## src/sv/bb3_pkg.sv

```systemverilog
// bb3_pkg: shared types, sizes and small lookup functions for the 3x3 box blur.
// Used by every module of the block but bb3_ram; depends on nothing.
package bb3_pkg;

	localparam int MAX_DIM = 1024;
	localparam int DIM_W   = $clog2(MAX_DIM);
	localparam int SIZE_W  = 11;
	localparam int CH_W    = 16;
	localparam int PIX_W   = 3 * CH_W;
	localparam int COLV_W  = CH_W + 2;   // three-row column sum
	localparam int SUM_W   = CH_W + 4;   // nine-pixel window sum
	localparam int NSLOT   = 9;
	localparam int SLOT_W  = $clog2(NSLOT);
	localparam int QDEPTH  = 2;
	localparam int RECIP_W = 25;
	localparam int RECIP_SH = 24;

	// val[depth][age][channel]: depth 0/1/2 = 1/2/3 rows, age 0 = current column
	typedef struct packed {
		logic [DIM_W-1:0]                   row;
		logic [DIM_W-1:0]                   col;
		logic [NSLOT-1:0]                   mask;
		logic [2:0][2:0][2:0][COLV_W-1:0]   val;
	} job_t;

	// slot order: rows back 2,1,0 then cols back 2,1,0 (raster order of results)
	function automatic logic [1:0] slot_dr(input logic [SLOT_W-1:0] j);
		logic [1:0] r;
		case (j) inside
			[0:2]:   r = 2'd2;
			[3:5]:   r = 2'd1;
			default: r = 2'd0;
		endcase
		return r;
	endfunction

	function automatic logic [1:0] slot_dc(input logic [SLOT_W-1:0] j);
		logic [1:0] r;
		case (j) inside
			0, 3, 6: r = 2'd2;
			1, 4, 7: r = 2'd1;
			default: r = 2'd0;
		endcase
		return r;
	endfunction

	// ceil(2^24 / count); exact truncating divide for sums below 2^20
	function automatic logic [RECIP_W-1:0] slot_recip(input logic [SLOT_W-1:0] j);
		logic [RECIP_W-1:0] r;
		case (j) inside
			0:       r = 25'd1864136;   // /9
			1, 3:    r = 25'd2796203;   // /6
			2, 6:    r = 25'd5592406;   // /3
			4:       r = 25'd4194304;   // /4
			5, 7:    r = 25'd8388608;   // /2
			default: r = 25'd16777216;  // /1
		endcase
		return r;
	endfunction

endpackage

```

## src/sv/bb3_back.sv

```systemverilog
// bb3_back: expands each job into its results in raster order, one per unstalled cycle.
// Sum stage then reciprocal-multiply stage into the output register. Uses bb3_pkg.
module bb3_back (
	input  logic          clk,
	input  logic          arst_n,
	input  logic          q_valid,
	input  bb3_pkg::job_t q_job,
	output logic          pop,
	output logic          m_tvalid,
	input  logic          m_tready,
	output logic [71:0]   m_tdata,  // out_row, out_col, red_out, green_out, blue_out, zero pad
	output logic          m_tlast   // burst_last
);
	import bb3_pkg::*;

	job_t             job_q;
	logic [NSLOT-1:0] rem_q, rem_nxt;
	logic             cur_v;
	logic [SLOT_W-1:0] sel;
	logic [1:0]       dr, dc;
	logic             last, a_load, b_load;
	logic [2:0][SUM_W-1:0] sum;

	logic             a_v, last_a;
	logic [DIM_W-1:0] row_a, col_a;
	logic [SLOT_W-1:0] slot_a;
	logic [2:0][SUM_W-1:0] sum_a;
	logic [RECIP_W-1:0] recip;
	logic [2:0][SUM_W+RECIP_W-1:0] prod;

	logic             b_v;

	always_comb begin
		sel = '0;
		for (int j = NSLOT - 1; j >= 0; j--) begin
			if (rem_q[j]) begin
				sel = SLOT_W'(j);
			end
		end
		rem_nxt      = rem_q;
		rem_nxt[sel] = 1'b0;
		last         = (rem_nxt == '0);
		dr           = slot_dr(sel);
		dc           = slot_dc(sel);
		for (int ch = 0; ch < 3; ch++) begin
			sum[ch] = SUM_W'(job_q.val[dr][0][ch])
				+ ((dc != 2'd0) ? SUM_W'(job_q.val[dr][1][ch]) : '0)
				+ ((dc == 2'd2) ? SUM_W'(job_q.val[dr][2][ch]) : '0);
		end
	end

	assign b_load = a_v && (!b_v || m_tready);
	assign a_load = cur_v && (!a_v || b_load);
	assign pop    = q_valid && (!cur_v || (a_load && last));

	always_ff @(posedge clk or negedge arst_n) begin
		if (!arst_n) begin
			cur_v <= 1'b0;
			a_v   <= 1'b0;
			b_v   <= 1'b0;
		end else begin
			if (pop) begin
				cur_v <= 1'b1;
			end else if (a_load && last) begin
				cur_v <= 1'b0;
			end
			if (a_load) begin
				a_v <= 1'b1;
			end else if (b_load) begin
				a_v <= 1'b0;
			end
			if (b_load) begin
				b_v <= 1'b1;
			end else if (m_tready) begin
				b_v <= 1'b0;
			end
		end
	end

	always_ff @(posedge clk) begin
		if (pop) begin
			job_q <= q_job;
			rem_q <= q_job.mask;
		end else if (a_load) begin
			rem_q <= rem_nxt;
		end
		if (a_load) begin
			row_a  <= job_q.row - DIM_W'(dr);
			col_a  <= job_q.col - DIM_W'(dc);
			sum_a  <= sum;
			slot_a <= sel;
			last_a <= last;
		end
	end

	assign recip = slot_recip(slot_a);

	always_comb begin
		for (int ch = 0; ch < 3; ch++) begin
			prod[ch] = (SUM_W+RECIP_W)'(sum_a[ch]) * (SUM_W+RECIP_W)'(recip);
		end
	end

	always_ff @(posedge clk) begin
		if (b_load) begin
			m_tdata <= {4'b0,
				prod[2][RECIP_SH +: CH_W],
				prod[1][RECIP_SH +: CH_W],
				prod[0][RECIP_SH +: CH_W],
				col_a, row_a};
			m_tlast <= last_a;
		end
	end

	assign m_tvalid = b_v;

endmodule

```

## config.mk

```make
export PLATFORM = sky130hd
export DESIGN_NAME = bb3_back
export DESIGN_NICKNAME = d
export VERILOG_FILES = /design/src/sv/bb3_pkg.sv /design/src/sv/bb3_back.sv
export SDC_FILE = /design/constraint.sdc
export NUM_CORES = 2
export LEC_CHECK = 0
export BUFFER_PORTS_ARGS = -buffer_cell sky130_fd_sc_hd__buf_4
export CORE_ASPECT_RATIO = 2
export CORE_MARGIN = 10
export CORE_UTILIZATION = 50
export CTS_CLUSTER_DIAMETER = 120
export CTS_CLUSTER_SIZE = 10
export DETAILED_ROUTE_END_ITERATION = 8
export PLACE_DENSITY_LB_ADDON = 0.3
export REMOVE_ABC_BUFFERS = 1
export SYNTH_ARGS = -nofsm -noshare
export SYNTH_HDL_FRONTEND = slang
export SYNTH_SLANG_ARGS = --single-unit
```

## constraint.sdc

```tcl
create_clock -name clk -period 11.3 [get_ports clk]
set_input_delay 2.26 -clock clk [delete_from_list [all_inputs] [get_ports clk]]
set_output_delay 2.26 -clock clk [all_outputs]
set_load 0.01 [all_outputs]
```

==> flow_metrics.py <==
metrics = {
    "placed_design": {
        "dp.final_hpwl_um": 151800,
        "gp_congestion": 0.9726,
        "preCtsSetupSlack_ns": 2.808,
        "numPortBuffers": 589,
    },
    "yosys": {
        "yosysWarningCount": 0,
        "syn_inst": 5213,
        "yosysMostFrequentCell": "inv_1",
        "ys_seq_area_share_pct": 33.16,
        "synth_top_area_cell": "edfxtp_1",
        "avgSynthCellArea_um2": 11.67,
        "synth_top_flop_cell": "edfxtp_1",
        "synth-edff-count": 669,
        "yosys_register_bits": 672,
        "synth_cell_types": 87,
        "yosysTopAreaCellShare_pct": 33.03,
        "synthesis.area_um2": 60810,
        "synthTopCellsByCount": "inv_1 (1324), fa_1 (952), edfxtp_1 (669)",
        "async_flop_share_pct": 0.4464,
        "synth_area_leaders": "edfxtp_1 (33%), fa_1 (31%), ha_1 (9.5%), inv_1 (8.2%), nand2_1 (2.9%)",
    },
    "sta": {
        "slew_viol_final": 0,
        "relSlewSlack_pct": 30.50,
        "clock_skew_ns": 0.03599,
        "period_needed_ns": 8.485,
        "setup-violations-final": 0,
        "fmax_mhz": 117.9,
        "fin_crit_sh_pct": 75.09,
        "fin_ws_ns": 2.815,
        "worstMarginPinSlew_ns": 1.042,
        "hold_viol": 0,
        "rsz0062_at_grt": "false",
    },
    "worst_setup_path": {
        "worst_setup_path_start_kind": "flip-flop",
        "path_class": "flip-flop to flip-flop",
        "critPathRequiredTime_ns": 11.71,
        "crit_end": "m_tdata[62]",
        "rrSetupSlack_ns": 2.81,
        "crit_start": "slot_a[3]",
        "critPathArrivalTime_ns": 8.90,
        "r2r_end": "m_tdata[62]",
        "endpoint_kind": "flip-flop",
        "regToRegStartpoint": "slot_a[3]",
        "r2r_cells": 25,
        "path_max_fanout": 72,
    },
    "cells_and_area": {
        "nFillCells": 9962,
        "multi_input_area_um2": 35180,
        "final_layout_size_suffix_gt1_share_pct": 13.24,
        "finalNetCount": 7722,
        "syn_to_final_growth_pct": 13.68,
        "regArea_um2": 20160,
    },
    "clocking": {
        "post_cts_resized": 0,
        "cts_root_buf": "clkbuf_16",
        "postCtsSetupRepairBufs": 0,
        "cts_hold_buf": 0,
        "clkSlewWorstSetupHoldPaths_ns": 0.06,
        "clock_latency_ns": 0.69,
        "cts_made_buffers": 77,
        "cts_max_level": 3,
        "cts_tree": "built",
        "cts.path.max_buffers": 3,
        "cts.sinks": 672,
    },
    "routing": {
        "first_iter_violations": 2628,
        "totalWireLength_um": 179200,
        "via_per_inst": 5.230,
        "drt_first_pass_iters": 5,
        "drc": 0,
        "wl_per_cell_um": 24.33,
        "routed-via-count": 38533,
        "drtAntennaViolNets": 0,
    },
    "die": {
        "coreArea_um2": 121200,
        "initial_utilization_pct": 50.19,
        "die_w_um": 266.6,
        "ioPinCount": 594,
        "die_area_um2": 136800,
        "dieHeight_um": 513.2,
        "num_rows": 181,
    },
    "global_routing": {
        "antenna_found_initial": 16,
        "grt_pass1_vias": 42935,
        "globalRouteTotalUtil_pct": 26.67,
        "overflow": 0,
        "grt_pass1_wl_um": 268900,
        "grt_max_degree": 177,
    },
    "flow_run": {
        "max_cap_viol_count": 0,
    },
    "outcome": {
        "status": "completed",
    },
    "min_path": {
        "hold_path.class": "flip-flop to flip-flop",
    },
}
-- state kept, by name (all words and copies together), names as in the netlist, 4 cells and up --
| register | count |
|---|---|
| job_q | 506 |
| slot_a | 4 |
| col_a | 10 |
| sum_a | 60 |
| rem_q | 9 |
| row_a | 10 |
| m_tdata | 68 |
-- worst min-delay path by stage --
stage | from | endpoint | slack, ns | cells past startpoint
after floorplan | row_a[0] | m_tdata[0] | 0.40 | 0
after global placement | row_a[2] | m_tdata[2] | 0.40 | 0
after detailed placement | row_a[6] | m_tdata[6] | 0.40 | 0
after CTS | row_a[3] | m_tdata[3] | 0.40 | 0
after global routing | col_a[0] | m_tdata[10] | 0.40 | 0
final | col_a[0] | m_tdata[10] | 0.41 | 0
-- per-stage QoR --
step / instances / TNS [ns] / utilization [%] / cell area, um2 / hold WS, ns
CTS: 7357 / 0 / 57.04 / 69100 / 0.3987
detailed placement: 7263 / 0 / 55.29 / 66990 / 0.4045
floorplan: 5087 / -3218.14 / - / 60240 / 0.4003
finish: 7368 / 0 / 57.06 / 69130 / 0.4093
global placement: 7263 / 0 / 55.29 / 66990 / 0.4011
global route: 7364 / 0 / 57.05 / 69120 / 0.4001
-- logic make-up after synthesis --
family | share of synthesized area (%)
fa+ha+maj | 40.90
compound gates | 5.119
other cells | 0.006166
flops | 33.16
mux | 2.683
simple gates | 6.855
xor+xnor | 2.131
buf+inv | 9.147
-- per-layer routing --
metal | track usage [%] | vias to the layer above | part of all wire [%]
met3 | 5.278 | 260 | 6.6
met1 | 33.63 | 19284 | 40
met5 | 0 | - | 0
met2 | 45.19 | 1409 | 50
li1 | - | 17580 | -
met4 | 9.389 | 0 | 3.8
-- cells in the final DEF (no fill, tap or decap), types with 5 or more instances in the layout --
cell type	n
and3_1	9
o21ai_0	56
nor3_2	5
o211ai_1	99
nor2b_1	12
nand4_1	9
o21bai_1	12
nor3_1	22
a21oi_2	5
nor3b_1	5
o21ai_2	9
nand2_1	465
a211o_1	5
a21o_1	37
and2_1	163
inv_1	1324
nand3_1	27
buf_4	616
edfxtp_1	669
or3_1	7
nand2b_1	23
nor2_1	97
or2_2	5
xor2_1	40
diode_2	11
nand2_2	10
mux2i_1	163
a21oi_1	83
buf_12	5
clkbuf_1	6
ha_1	464
clkbuf_16	77
fa_1	952
o21a_1	13
o21ai_1	62
nor4_1	6
a211oi_1	32
xnor2_1	108
-- cell type report --
type / count / area share [%]
Sequential cell: 672 / 29.17
Tap cell: 1555 / 2.814
Clock buffer: 83 / 2.820
Inverter: 1326 / 7.200
Clock inverter: 11 / 0.2353
Antenna cell: 11 / 0.03982
Timing Repair Buffer: 621 / 6.834
Multi-Input combinational cell: 3089 / 50.89
-- critical path, cell delays in order, from the launching register on --
cell and delay, ns:
edfxtp_1 0.52, buf_4 0.31, nor3_2 0.29, buf_12 0.32, nand2_1 0.23, fa_1 0.66
inv_1 0.09, fa_1 0.64, fa_1 0.47, fa_1 0.58, fa_1 0.44, fa_1 0.49
inv_1 0.05, fa_1 0.50, inv_1 0.04, ha_1 0.30, nand4_1 0.13, nor4_1 0.40
nor3b_1 0.37, a32o_1 0.27, a211oi_2 0.10, nor3b_1 0.37, o21ai_1 0.14, nand2b_1 0.13
a21oi_1 0.09, xnor2_1 0.14
Power is left out: the tool's default activity adds up to more than one toggle a clock period on the data nets, which glitch-free logic cannot reach.
