===== src/sv/bb3_pkg.sv =====
// bb3_pkg: shared types, sizes and small lookup functions for the 3x3 box blur.
// Used by every module of the block but bb3_ram; depends on nothing.
package bb3_pkg;

	localparam int MAX_DIM = 1024;
	localparam int DIM_W   = $clog2(MAX_DIM);
	localparam int SIZE_W  = 11;
	localparam int CH_W    = 16;
	localparam int PIX_W   = 3 * CH_W;
	localparam int COLV_W  = CH_W + 2;   // three-row column sum
	localparam int SUM_W   = CH_W + 4;   // nine-pixel window sum
	localparam int NSLOT   = 9;
	localparam int SLOT_W  = $clog2(NSLOT);
	localparam int QDEPTH  = 2;
	localparam int RECIP_W = 25;
	localparam int RECIP_SH = 24;

	// val[depth][age][channel]: depth 0/1/2 = 1/2/3 rows, age 0 = current column
	typedef struct packed {
		logic [DIM_W-1:0]                   row;
		logic [DIM_W-1:0]                   col;
		logic [NSLOT-1:0]                   mask;
		logic [2:0][2:0][2:0][COLV_W-1:0]   val;
	} job_t;

	// slot order: rows back 2,1,0 then cols back 2,1,0 (raster order of results)
	function automatic logic [1:0] slot_dr(input logic [SLOT_W-1:0] j);
		logic [1:0] r;
		case (j) inside
			[0:2]:   r = 2'd2;
			[3:5]:   r = 2'd1;
			default: r = 2'd0;
		endcase
		return r;
	endfunction

	function automatic logic [1:0] slot_dc(input logic [SLOT_W-1:0] j);
		logic [1:0] r;
		case (j) inside
			0, 3, 6: r = 2'd2;
			1, 4, 7: r = 2'd1;
			default: r = 2'd0;
		endcase
		return r;
	endfunction

	// ceil(2^24 / count); exact truncating divide for sums below 2^20
	function automatic logic [RECIP_W-1:0] slot_recip(input logic [SLOT_W-1:0] j);
		logic [RECIP_W-1:0] r;
		case (j) inside
			0:       r = 25'd1864136;   // /9
			1, 3:    r = 25'd2796203;   // /6
			2, 6:    r = 25'd5592406;   // /3
			4:       r = 25'd4194304;   // /4
			5, 7:    r = 25'd8388608;   // /2
			default: r = 25'd16777216;  // /1
		endcase
		return r;
	endfunction

endpackage


===== src/sv/bb3_queue.sv =====
// bb3_queue: short job queue between the front and back halves.
// Uses bb3_pkg for the job type and depth.
module bb3_queue (
	input  logic          clk,
	input  logic          arst_n,
	input  logic          push,
	input  bb3_pkg::job_t push_job,
	output logic          full,
	input  logic          pop,
	output logic          valid,
	output bb3_pkg::job_t pop_job
);
	import bb3_pkg::*;

	localparam int PTR_W = $clog2(QDEPTH);
	localparam int CNT_W = $clog2(QDEPTH + 1);

	job_t             mem_q [QDEPTH];
	logic [PTR_W-1:0] wr_ptr_q, rd_ptr_q;
	logic [CNT_W-1:0] count_q;

	assign full    = (count_q == CNT_W'(QDEPTH));
	assign valid   = (count_q != '0);
	assign pop_job = mem_q[rd_ptr_q];

	always_ff @(posedge clk or negedge arst_n) begin
		if (!arst_n) begin
			wr_ptr_q <= '0;
			rd_ptr_q <= '0;
			count_q  <= '0;
		end else begin
			if (push) begin
				wr_ptr_q <= (wr_ptr_q == PTR_W'(QDEPTH - 1)) ? '0 : wr_ptr_q + 1'b1;
			end
			if (pop) begin
				rd_ptr_q <= (rd_ptr_q == PTR_W'(QDEPTH - 1)) ? '0 : rd_ptr_q + 1'b1;
			end
			if (push && !pop) begin
				count_q <= count_q + 1'b1;
			end else if (pop && !push) begin
				count_q <= count_q - 1'b1;
			end
		end
	end

	always_ff @(posedge clk) begin
		if (push) begin
			mem_q[wr_ptr_q] <= push_job;
		end
	end

endmodule


===== config.mk =====
export PLATFORM = sky130hd
export DESIGN_NAME = bb3_queue
export DESIGN_NICKNAME = d
export VERILOG_FILES = /design/src/sv/bb3_pkg.sv /design/src/sv/bb3_queue.sv
export SDC_FILE = /design/constraint.sdc
export NUM_CORES = 1
export LEC_CHECK = 0
export BUFFER_PORTS_ARGS = -buffer_cell sky130_fd_sc_hd__buf_2
export CORE_AREA = 2 2 405 407
export CTS_BUF_LIST = sky130_fd_sc_hd__clkbuf_8 sky130_fd_sc_hd__clkbuf_16
export DETAILED_ROUTE_END_ITERATION = 8
export DIE_AREA = 0 0 407 409
export PLACE_DENSITY = 0.47
export SLEW_MARGIN = 20
export SYNTH_ARGS = -nofsm -noshare
export SYNTH_HDL_FRONTEND = slang
export SYNTH_SLANG_ARGS = --single-unit

===== constraint.sdc =====
create_clock -name clk -period 32.2 [get_ports clk]
set_input_delay 3.22 -clock clk [delete_from_list [all_inputs] [get_ports clk]]
set_output_delay 3.22 -clock clk [all_outputs]
set_load 0.01 [all_outputs]

==> results of run 1 <==
## flip-flops by register name, summed over array words and instances (netlist names)
signal	cells
count_q	2
wr_ptr_q	1
mem_q	1030
rd_ptr_q	1
## worst max-delay path, cell delays in order (launching register included)
cell and delay, ns:
dfrtp_4 0.97, buf_4 0.85, buf_12 0.56, mux2_2 0.44, buf_2 0.18
## layer usage
metal | vias up | global-route usage | part of all wire
li1 | 8776 | - | -
met1 | 9863 | 0.1274 | 0.36
met2 | 760 | 0.2041 | 0.49
met3 | 171 | 0.06224 | 0.12
met4 | 38 | 0.04170 | 0.024
met5 | - | 0 | 0.0021
## placed cells by master (no fill, tap or decap), types with 3 or more instances in the layout
cell type   count
mux2_2        494
clkinv_1       26
dfrtp_1         3
buf_4          15
clkinv_16       4
bufinv_16       5
buf_2        1035
edfxtp_1     1030
clkinv_2       18
mux2_1         21
inv_1          34
diode_2        22
clkbuf_16     114
xor2_1          4
clkinvlp_4      3
buf_12          4
## cell families after synthesis
group	Yosys count
fa+ha+maj	1
xor+xnor	5
simple gates	5
flops	1034
buf+inv	58
mux	515
## layout make-up
type                    instances  area (um^2)
well taps                    2175         2721
flip-flops and latches       1034        31030
multi-input cells             526         5894
inverters                       1        3.754
repair buffers               1054         5373
fillers                     16260       113500
diodes                         22        55.05
clock buffers                 114         2853
clock inverters                89        604.3
## metrics by stage
step                hold WS, ns  utilization  std cells  total power, uW  setup WS [ns]
floorplan                0.4474            -       1618             2808          5.435
global placement         0.4633       0.2779       4790             3143          23.94
detailed placement       0.4715       0.2779       4790             3144          23.93
CTS                      0.4795       0.2992       4993             4369          24.73
global route             0.5077       0.2994       5002             4488          24.48
finish                   0.4744       0.2996       5015             4276          24.79
## power groups by stage
stage / clock network, uW / logic [uW] / registers (uW)
2_1_floorplan: 0 / 747 / 2060
3_3_place_gp: 0 / 1280 / 1870
3_5_place_dp: 0 / 1270 / 1880
4_1_cts: 1250 / 1270 / 1850
5_1_grt: 1290 / 1330 / 1870
6_report: 1200 / 1230 / 1840
## worst max-delay path by stage
stage / from / end / slack (ns) / depth (start not counted)
6_report: rd_ptr_q / pop_job[478] / 24.79 / 4
5_1_grt: push / mem_q[1][274] / 24.48 / 6
4_1_cts: rd_ptr_q / pop_job[458] / 24.73 / 4
3_5_place_dp: push / mem_q[1][289] / 23.93 / 6
3_3_place_gp: push / mem_q[1][289] / 23.94 / 6
2_1_floorplan: push / mem_q[0][0] / 5.43 / 1
==> impl_summary.log, run 1 <==
INFO  metric outcome = finished, final reports clean
INFO  metric worst-slew-pin-transition = ~1.1 ns
INFO  metric pwr-share-clk = 0.280
INFO  metric rr_startpoint = wr_ptr_q
INFO  metric ys_top_cells_by_count = edfxtp_1 (1030), mux2_2 (494), buf_2 (30), buf_6 (27), mux2_1 (21)
INFO  metric std_cell_rows = 148
INFO  metric floorplan.die.height = 409 um
INFO  metric synth.distinct_cells = 14
INFO  metric post_synth_instance_area = around 37000 um^2
INFO  metric grt_setup_unrepaired = no
INFO  metric detail_route_antenna_nets = 0
INFO  metric fp.dieArea = 166500 um^2
INFO  metric finalCriticalPeriod = 7.411 ns
INFO  metric clock.fmax = about 130 MHz
INFO  metric r2r_setup_slk = 27.07 ns
INFO  metric cts_made_buffers = roughly 110
INFO  metric post-dp-hpwl = 74840 um
INFO  metric synth_area_leader_cell = edfxtp_1
INFO  metric xor_xnor_cell_area_share_of_the_yosys_netlist = 0.001172
INFO  metric switchingPower = around 1300 uW
INFO  metric post-route-cell-area = 48540 um^2
INFO  metric timing.max_slew.rel_slack = 0.2581
INFO  metric post-cts-setup-buffer-count = 0
INFO  metric synth_compound_area_frac = 0
INFO  metric min_period_over_period = 0.2302
INFO  metric average_via_count_per_standard_cell = a little under 4
INFO  metric syn_nets = about 2100
INFO  metric gpl.final_weighted_congestion = roughly 0.82
INFO  metric finClkSkew = 0.02964 ns
INFO  metric muxShareOfSynthArea = 0.1552
INFO  metric first_pass_grt_wire_length = 143100 um
INFO  metric drt-pass1-iter-count = 4
INFO  metric synthDominantCellAreaShare = 0.8276
INFO  metric cts_root_buf = clkbuf_16
INFO  metric synthTopCellsByArea = edfxtp_1 (83%), mux2_2 (15%), buf_6 (0.81%)
INFO  metric grt_usage = 0.1204
INFO  metric min_path_cells = 1
INFO  metric power_frac_seq = 0.431
INFO  metric synth_simple_gate_area_frac = 0.0007700
INFO  metric adder_cell_area_share_of_the_yosys_netlist = 0.0003348
INFO  metric yosys_register_bits = 1034
INFO  metric min-delay-path-class = flip-flop to flip-flop
INFO  metric ir_drop = 0.00007488 V
INFO  metric number_of_cells_on_the_worst_reg_to_reg_path = 5
INFO  metric clk_pin_slew_worst_paths = 0.06 ns
INFO  metric clkSinkCount = around 1000
INFO  metric synth.most_common_cell = edfxtp_1
INFO  metric synthesis.instances = about 1600
INFO  metric die_w = 407 um
INFO  metric clock_tree_from_tritoncts = done
INFO  metric drive_gt1_frac = 0.6018
INFO  metric power_per_cell_area = 88.10 nW/um^2
INFO  metric worst_ep_arrival_time = 4.19 ns
INFO  metric post_dr_wirelength_cell = around 21 um
INFO  metric cts-root-to-sink-buffers = 3
INFO  metric crit_required = 28.98 ns
INFO  metric portion_of_total_power_attributed_to_combinational_logic = 0.288
INFO  metric number_of_synthesized_flops_with_an_enable_pin = 1030
INFO  metric start_kind = flip-flop
INFO  metric setup_viol = 0
INFO  metric initial_core_util = 0.2306
INFO  metric maximum_number_of_pins_on_one_net_before_global_route_repair = 145
INFO  metric core_region_area = 162000 um^2
INFO  metric synth_async_sr_flop_share = 0.003868
INFO  metric yosys_warnings = 0
INFO  metric area.growth.synth_to_final = 29.88%
INFO  metric ioPinCount = 1036
INFO  metric setup_tns = 0 ns
INFO  metric remaining_drc_errors = 0
INFO  metric p_leak = 0.01778 uW
INFO  metric timing.max_cap.violations = 0
INFO  metric synth-seq-area-share = 0.8303
INFO  metric antenna_found_initial = 50
INFO  metric crit_path_end_kind = output port
INFO  metric crit-reg2reg-capture = mem_q[1][274]
INFO  metric detail_route.iter0.violations = 1080
INFO  metric worst-setup-path-type = flip-flop to output port
INFO  metric overflow = 0
INFO  metric p_sw_frac = 0.3044
INFO  metric wl = 105200 um
INFO  metric worstPathMaxFanout = around 140
INFO  metric power.internal = 2974 uW
INFO  metric detailed_place.area = 45030 um^2
INFO  metric synth_top_family_by_area = multiplexers
INFO  metric synthFlopType = edfxtp_1
INFO  metric syn_area_per_cell = 23.10 um^2
INFO  metric final_hold_viol_count = 0
INFO  metric number_of_global_route_vias_before_repair = 20100
INFO  metric postCtsHoldBufs = 0
INFO  metric cts_repair_resize_count = 0
INFO  metric cts-htree-levels = 3
INFO  metric hold_end = count_q[1]
INFO  metric final-max-slew-violation-count = 0
INFO  metric vias = 19610
INFO  metric final_nets = 3249
INFO  metric port_buffers = 1035
INFO  metric clock_latency = 0.73 ns
INFO  metric hp-start = count_q[1]
Note: power is estimated with default switching activity, not from simulation.
==> run 2: changes to the inputs <==
Settings changed: CORE_AREA 2 2 405 407 to 2 2 406 408, DIE_AREA 0 0 407 409 to 0 0 408 410, PLACE_DENSITY 0.47 to 0.48.
Clock period 32.2 ns to 5.95 ns, I/O delays scaled along.
==> run 2 against run 1 <==
Sequential share of layout area decreased by 6.1 points. Global-route usage grew 0.15 points. Register-to-register slack worse by 23 ns. First-iteration DRC count is 0.37% higher. Critical endpoint is now pop_job[498]. Largest cell class unchanged. Largest power group unchanged. Highest routed layer unchanged.
==> impl_summary.log, run 2 (synthesized netlist as in run 1, its figures left out) <==
INFO  metric timing.max_slew.rel_slack = 0.3540
INFO  metric cts_repair_resize_count = 0
INFO  metric average_via_count_per_standard_cell = about 3.9
INFO  metric std_cell_rows = 149
INFO  metric final_nets = 3746
INFO  metric switchingPower = 7185 uW
INFO  metric crit_path_end_kind = output port
INFO  metric clkSinkCount = 1034
INFO  metric initial_core_util = 0.2286
INFO  metric worst-slew-pin-transition = between 0.9 and 1 ns
INFO  metric worst_ep_arrival_time = around 3.0 ns
INFO  metric critical-path-max-stage-delay = 0.81 ns
INFO  metric power_per_cell_area = 440.9 nW/um^2
INFO  metric grt_usage = 0.1219
INFO  metric top_regs = mem_q: 1030 flops, count_q: 2 flops
INFO  metric regArea = 31030 um^2
INFO  metric pwr-share-clk = 0.281
INFO  metric min_period_over_period = 0.5986
INFO  metric r2r_setup_slk = approximately 3.7 ns
INFO  metric largest_reg_flops = around 1000
INFO  metric first_pass_grt_wire_length = approximately 150000 um
INFO  metric setup_tns = 0 ns
INFO  metric floorplan.die.height = 410 um
INFO  metric clock.fmax = 280.8 MHz
INFO  metric finClkSkew = 0.04577 ns
INFO  metric timing.hold.ws = 0.09567 ns
INFO  metric crit_required = 5.36 ns
INFO  metric start_kind = flip-flop
INFO  metric clock_tree_from_tritoncts = done
INFO  metric worstPathMaxFanout = 120
INFO  metric post-cts-setup-buffer-count = 0
INFO  metric antenna_found_initial = 25
INFO  metric largest-register = mem_q
INFO  metric cts-root-to-sink-buffers = 3
INFO  metric gpl.final_weighted_congestion = 0.8603
INFO  metric die_w = just over 400 um
INFO  metric port_buffers = 1035
INFO  metric layout.cells.most_common = buf_2
INFO  metric clock_latency = 0.74 ns
INFO  metric cts_root_buf = clkbuf_16
INFO  metric clk_pin_slew_worst_paths = 0.06 ns
INFO  metric cts_made_buffers = 113
INFO  metric post_dr_wirelength_cell = 19.31 um
INFO  metric detail_route_antenna_nets = 0
INFO  metric area.growth.synth_to_final = 43.62%
INFO  metric setup_viol = 0
INFO  metric post-dp-hpwl = 75750 um
INFO  metric most_used_cells_in_the_layout_excluding_fill_and_tap_cells = buf_2 (1035), edfxtp_1 (1030), mux2_2 (494), dlygate4sd3_1 (477), clkbuf_16 (113)
INFO  metric final-max-slew-violation-count = 0
INFO  metric number_of_global_route_vias_before_repair = 22570
INFO  metric drive_gt1_frac = 0.5207
INFO  metric wl = 106500 um
INFO  metric overflow = 0
INFO  metric grt_setup_unrepaired = no
INFO  metric maximum_number_of_pins_on_one_net_before_global_route_repair = 132
INFO  metric finalCriticalPeriod = 3.562 ns
INFO  metric p_leak = 0.01993 uW
INFO  metric vias = approximately 22000
INFO  metric power.internal = roughly 16000 uW
INFO  metric p_sw_frac = 0.3036
INFO  metric drt-pass1-iter-count = 4
INFO  metric postCtsHoldBufs = 477
INFO  metric cp_cell_sequence = buf_12, mux2_2, buf_2
INFO  metric core_region_area = around 160000 um^2
INFO  metric cp_slowest_cell = dfrtp_4
INFO  metric final_hold_viol_count = 0
INFO  metric min-delay-path-class = primary input to flip-flop
INFO  metric detail_route.iter0.violations = approximately 1100
INFO  metric power_frac_seq = 0.422
INFO  metric multiInputGateArea = 5894 um^2
INFO  metric remaining_drc_errors = 0
INFO  metric cts-htree-levels = 3
INFO  metric ioPinCount = 1036
INFO  metric ir_drop = ~0.00036 V
INFO  metric timing.max_cap.violations = 0
INFO  metric outcome = finished, final reports clean
INFO  metric num-fill-cells = 16100
INFO  metric portion_of_total_power_attributed_to_combinational_logic = 0.297
INFO  metric worst-setup-path-type = flip-flop to output port
INFO  metric fp.dieArea = around 170000 um^2
[run 2: changes by cell type in the layout (fill, tap and decap cells not counted), moves of 2 or more]
cell,delta
clkinv_1,-4
buf_4,+8
clkinv_2,+2
bufinv_16,+2
inv_1,-5
dlygate4sd3_1,+477
buf_12,+11
inv_6,+5
clkinvlp_4,+2
diode_2,-12
[run 2: power by group through the flow]
stage	sequential, uW	clock, uW	combinational, uW
final	9990	6650	7030
after floorplan	10400	0	4040
after global placement	10100	0	6890
after CTS	10000	6890	7190
after global routing	10100	7130	7510
after detailed placement	10200	0	6870
[run 2: routing by layer]
layer,global-route usage,part of all wire,vias up
met3,0.03881,0.077,200
met4,0.05198,0.034,6
met1,0.1446,0.40,10820
met2,0.2031,0.49,834
li1,-,-,9729
met5,0,0.00032,-
[run 2: worst paths after layout]
| check | startpoint | end | cells after the start |
|---|---|---|---|
| max | rd_ptr_q | pop_job[498] | 3 |
| min | push_job[185] | mem_q[1][185] | 1 |
| max reg2reg | wr_ptr_q | mem_q[1][306] | 3 |
| min reg2reg | count_q[1] | count_q[1] | 1 |
| max in group asynchronous | arst_n | wr_ptr_q | 2 |
| min in group asynchronous | arst_n | count_q[0] | 2 |
[run 2: area by class of cell]
class                      count  area share
sequential                  1034      0.5782
clock buffer                 113     0.05268
tap                         2189     0.05103
multi-input combinational    526      0.1098
antenna                       10   0.0004662
timing repair buffer        1550      0.1943
inverter                       1  0.00006993
clock inverter                93     0.01350
[run 2: stage by stage]
| step | setup WS (ns) | util | std cells | total power [uW] | area, um^2 |
|---|---|---|---|---|---|
| after floorplan | -2.769 | - | 1618 | 14450 | 37380 |
| after global placement | 3.149 | 0.2772 | 4823 | 17020 | 45320 |
| after detailed placement | 3.115 | 0.2772 | 4823 | 17020 | 45320 |
| after CTS | 2.242 | 0.3281 | 5506 | 24080 | 53650 |
| after global routing | 2.191 | 0.3282 | 5513 | 24760 | 53670 |
| final | 2.388 | 0.3283 | 5516 | 23670 | 53680 |
[run 2: worst max-delay path: cells and delay by family, from the launching register on]
kind                   cells  cell delay, ns
buffers and inverters      2            0.63
DFF                        1            0.81
muxes                      1            0.46
==> run 3: changes to the inputs <==
Settings changed: ABC_AREA from default to 1.
Clock period 5.95 ns to 2.96 ns, I/O delays scaled along.
==> run 3 against run 2 <==
Sequential share of layout area fell by 0.68 points. Die area did not move. Synthesized area barely moved. Combinational power rose by 110%. Critical path depth rose by 1. First-iteration DRC count rose by 11%. Largest cell class unchanged. Synthesized cell count rose by 0.56%. Clock power rose by 100%. Final area rose by 1.2%. Non-clock buffer count rose by 61.
==> impl_summary.log, run 3 <==
INFO  metric outcome = finished, final reports clean
INFO  metric cp_slowest_cell = dfrtp_4
INFO  metric ioPinCount = 1036
INFO  metric detail_route_antenna_nets = 0
INFO  metric clock_latency = 0.73 ns
INFO  metric drive_gt1_frac = 0.5135
INFO  metric synthTopCellsByArea = edfxtp_1 (83%), mux2_2 (15%), buf_6 (0.81%)
INFO  metric maximum_number_of_pins_on_one_net_before_global_route_repair = a little over 90
INFO  metric timing.max_cap.violations = 0
INFO  metric number_of_global_route_vias_before_repair = between 20000 and 25000
INFO  metric power_per_cell_area = 879.2 nW/um^2
INFO  metric timing.max_slew.rel_slack = 0.5820
INFO  metric synthesis.instances = 1627
INFO  metric fp.dieArea = 167300 um^2
INFO  metric layout.cells.most_common = buf_2
INFO  metric pwr-share-clk = 0.278
INFO  metric std_cell_rows = around 150
INFO  metric p_sw_frac = 0.3013
INFO  metric rr_startpoint = wr_ptr_q
INFO  metric wl = 109100 um
INFO  metric vias = 21830
INFO  metric worst-slew-pin-transition = between 0.6 and 0.7 ns
INFO  metric timing.critical_path.from = rd_ptr_q
INFO  metric timing.hold.ws = a little under 0.3 ns
INFO  metric number_of_synthesized_flops_with_an_enable_pin = 1030
INFO  metric finalCriticalPeriod = 2.822 ns
INFO  metric clock.fmax = 354.3 MHz
INFO  metric grt_usage = 0.1257
INFO  metric area.growth.synth_to_final = 45.26%
INFO  metric portion_of_total_power_attributed_to_combinational_logic = 0.305
INFO  metric grt_setup_unrepaired = no
INFO  metric synth-seq-area-share = 0.8299
INFO  metric core_region_area = 163500 um^2
INFO  metric setup_viol = 0
INFO  metric worst-path-stages = 4
INFO  metric post-cts-setup-buffer-count = 0
INFO  metric synth_area_leader_cell = edfxtp_1
INFO  metric syn_nets = 2147
INFO  metric cts-root-to-sink-buffers = 3
INFO  metric cts_made_buffers = between 100 and 150
INFO  metric average_via_count_per_standard_cell = 3.907
INFO  metric crit_path_end_kind = output port
INFO  metric detailed_place.area = 45530 um^2
INFO  metric gpl.final_weighted_congestion = 0.8005
INFO  metric clkSinkCount = 1034
INFO  metric critPathCapture = pop_job[465]
INFO  metric cts-htree-levels = 3
INFO  metric finalNonFillerCells = roughly 5600
INFO  metric num-fill-cells = 16030
INFO  metric worst_ep_arrival_time = roughly 2.5 ns
INFO  metric crit_required = around 2.7 ns
INFO  metric worst-path-buf-inv = 3
INFO  metric clk_pin_slew_worst_paths = 0.06 ns
INFO  metric worst-setup-path-type = flip-flop to output port
INFO  metric crit_path_frequent_cell = buf_12
INFO  metric largest-register = mem_q
INFO  metric yosys_register_bits = 1034
INFO  metric port_buffers = a little over 1000
INFO  metric power.internal = 33360 uW
INFO  metric min-delay-path-class = primary input to flip-flop
INFO  metric finClkSkew = 0.02294 ns
INFO  metric start_kind = flip-flop
INFO  metric floorplan.die.height = 410 um
INFO  metric crit-reg2reg-capture = mem_q[1][472]
INFO  metric most_used_cells_in_the_layout_excluding_fill_and_tap_cells = buf_2 (1035), edfxtp_1 (1030), dlygate4sd3_1 (519), mux2_2 (494), clkbuf_16 (115)
INFO  metric switchingPower = 14390 uW
INFO  metric final_hold_viol_count = 0
INFO  metric synth.distinct_cells = 14
INFO  metric min_period_over_period = 0.9535
INFO  metric post-dp-hpwl = 77800 um
INFO  metric antenna_found_initial = 25
INFO  metric critical-path-max-stage-delay = ~0.46 ns
INFO  metric drt-pass1-iter-count = 5
INFO  metric cp_cell_sequence = buf_12, buf_12, mux2_2, buf_2
INFO  metric first_pass_grt_wire_length = 155000 um
INFO  metric post_synth_instance_area = between 30000 and 40000 um^2
INFO  metric top_regs = mem_q: 1030 flops, count_q: 2 flops
INFO  metric r2r_setup_slk = roughly 1.1 ns
INFO  metric synth_async_sr_flop_share = 0.003868
INFO  metric syn_area_per_cell = 22.98 um^2
INFO  metric clock_tree_from_tritoncts = done
INFO  metric ys_top_cells_by_count = edfxtp_1 (1030), mux2_2 (494), buf_2 (30), buf_6 (27), mux2_1 (21)
INFO  metric post_dr_wirelength_cell = 19.53 um
INFO  metric die_w = 408 um
INFO  metric number_of_cells_on_the_worst_reg_to_reg_path = 4
INFO  metric cpLargestDelayFamily = buffers and inverters
INFO  metric synth.most_common_cell = edfxtp_1
INFO  metric ir_drop = 0.0005232 V
INFO  metric final_nets = 3815
INFO  metric detail_route.iter0.violations = between 1000 and 1500
INFO  metric overflow = 0
INFO  metric final-max-slew-violation-count = 0
INFO  metric yosys_warnings = 0
INFO  metric remaining_drc_errors = 0
INFO  metric worstPathMaxFanout = just over 60
INFO  metric synthDominantCellAreaShare = 0.8272
INFO  metric largest_reg_flops = 1030
INFO  metric power_frac_seq = 0.417
INFO  metric post-route-cell-area = 54310 um^2
INFO  metric cts_root_buf = clkbuf_16
INFO  metric synthFlopType = edfxtp_1
INFO  metric numPlacedInstances = 4851
INFO  metric initial_core_util = 0.2287
INFO  metric p_leak = between 0.02 and 0.025 uW
==> run 3: cell types whose count changed after synthesis, sizes merged, moves of 2 or more <==
| cell | previous run | this run |
|---|---|---|
| xor2 | 4 | 2 |
| nand2 | 0 | 6 |
| nor2b | 2 | 0 |
| inv | 1 | 7 |
==> run 3: timing repair <==
action	4_1_cts	5_1_grt
hold endpoints to repair	1037	0
hold buffers	519	0
resized for setup	0	1
setup endpoints to repair	0	1
==> run 3: final cells by class <==
cell class / instances / area [um^2] / share of cell area
flip-flops and latches: 1034 / 31030 / 0.5714
clock buffers: 115 / 2878 / 0.05299
diodes: 17 / 42.54 / 0.0007833
repair buffers: 1611 / 11040 / 0.2034
clock inverters: 85 / 656.9 / 0.01209
multi-input cells: 529 / 5887 / 0.1084
well taps: 2189 / 2739 / 0.05043
inverters: 7 / 30.03 / 0.0005529
==> run 3: metal layers <==
layer,wire (um),GRT usage
met4,3432,0.05051
met1,42240,0.1461
met5,69,0
met3,9571,0.04483
met2,53780,0.2106
==> run 3: cells by family after synthesis <==
logic type / after synthesis / share of synthesized area
flip-flops: 1034 / 0.8299
multiplexers: 515 / 0.1551
buffers and inverters: 64 / 0.01285
AND/OR/NAND/NOR: 10 / 0.001104
XOR/XNOR: 3 / 0.0007029
adder cells (fa/ha/maj): 1 / 0.0003346
==> run 3: how the worst min path moves through the flow <==
stage | startpoint | cells after the start | slack, ns | to
CTS | push_job[368] | 2 | 0.18 | mem_q[1][368]
detailed placement | arst_n | 1 | 0.11 | count_q[0]
global placement | arst_n | 1 | 0.12 | count_q[0]
floorplan | arst_n | 0 | 0.0004 | count_q[0]
finish | push_job[215] | 2 | 0.29 | mem_q[0][215]
global route | push_job[368] | 2 | 0.23 | mem_q[1][368]
==> run 3: power groups by stage <==
stage                     sequential, uW  combinational [uW]  clock, uW
after floorplan                    20300                7700          0
after global placement             20100               14300          0
after detailed placement           20200               14300          0
after CTS                          19900               15000      13700
after global routing               20100               15600      14300
final                              19900               14600      13300
==> run 3: per-stage QoR <==
stage	power, uW	util	setup TNS (ns)	setup WS [ns]
3_5_place_dp	34490	0.2785	0	0.8538
3_3_place_gp	34470	0.2785	0	0.8736
5_1_grt	50070	0.3320	0	0.01773
4_1_cts	48610	0.3319	0	0.02597
6_report	47750	0.3322	0	0.1376
2_1_floorplan	27990	-	-5765.84	-5.678
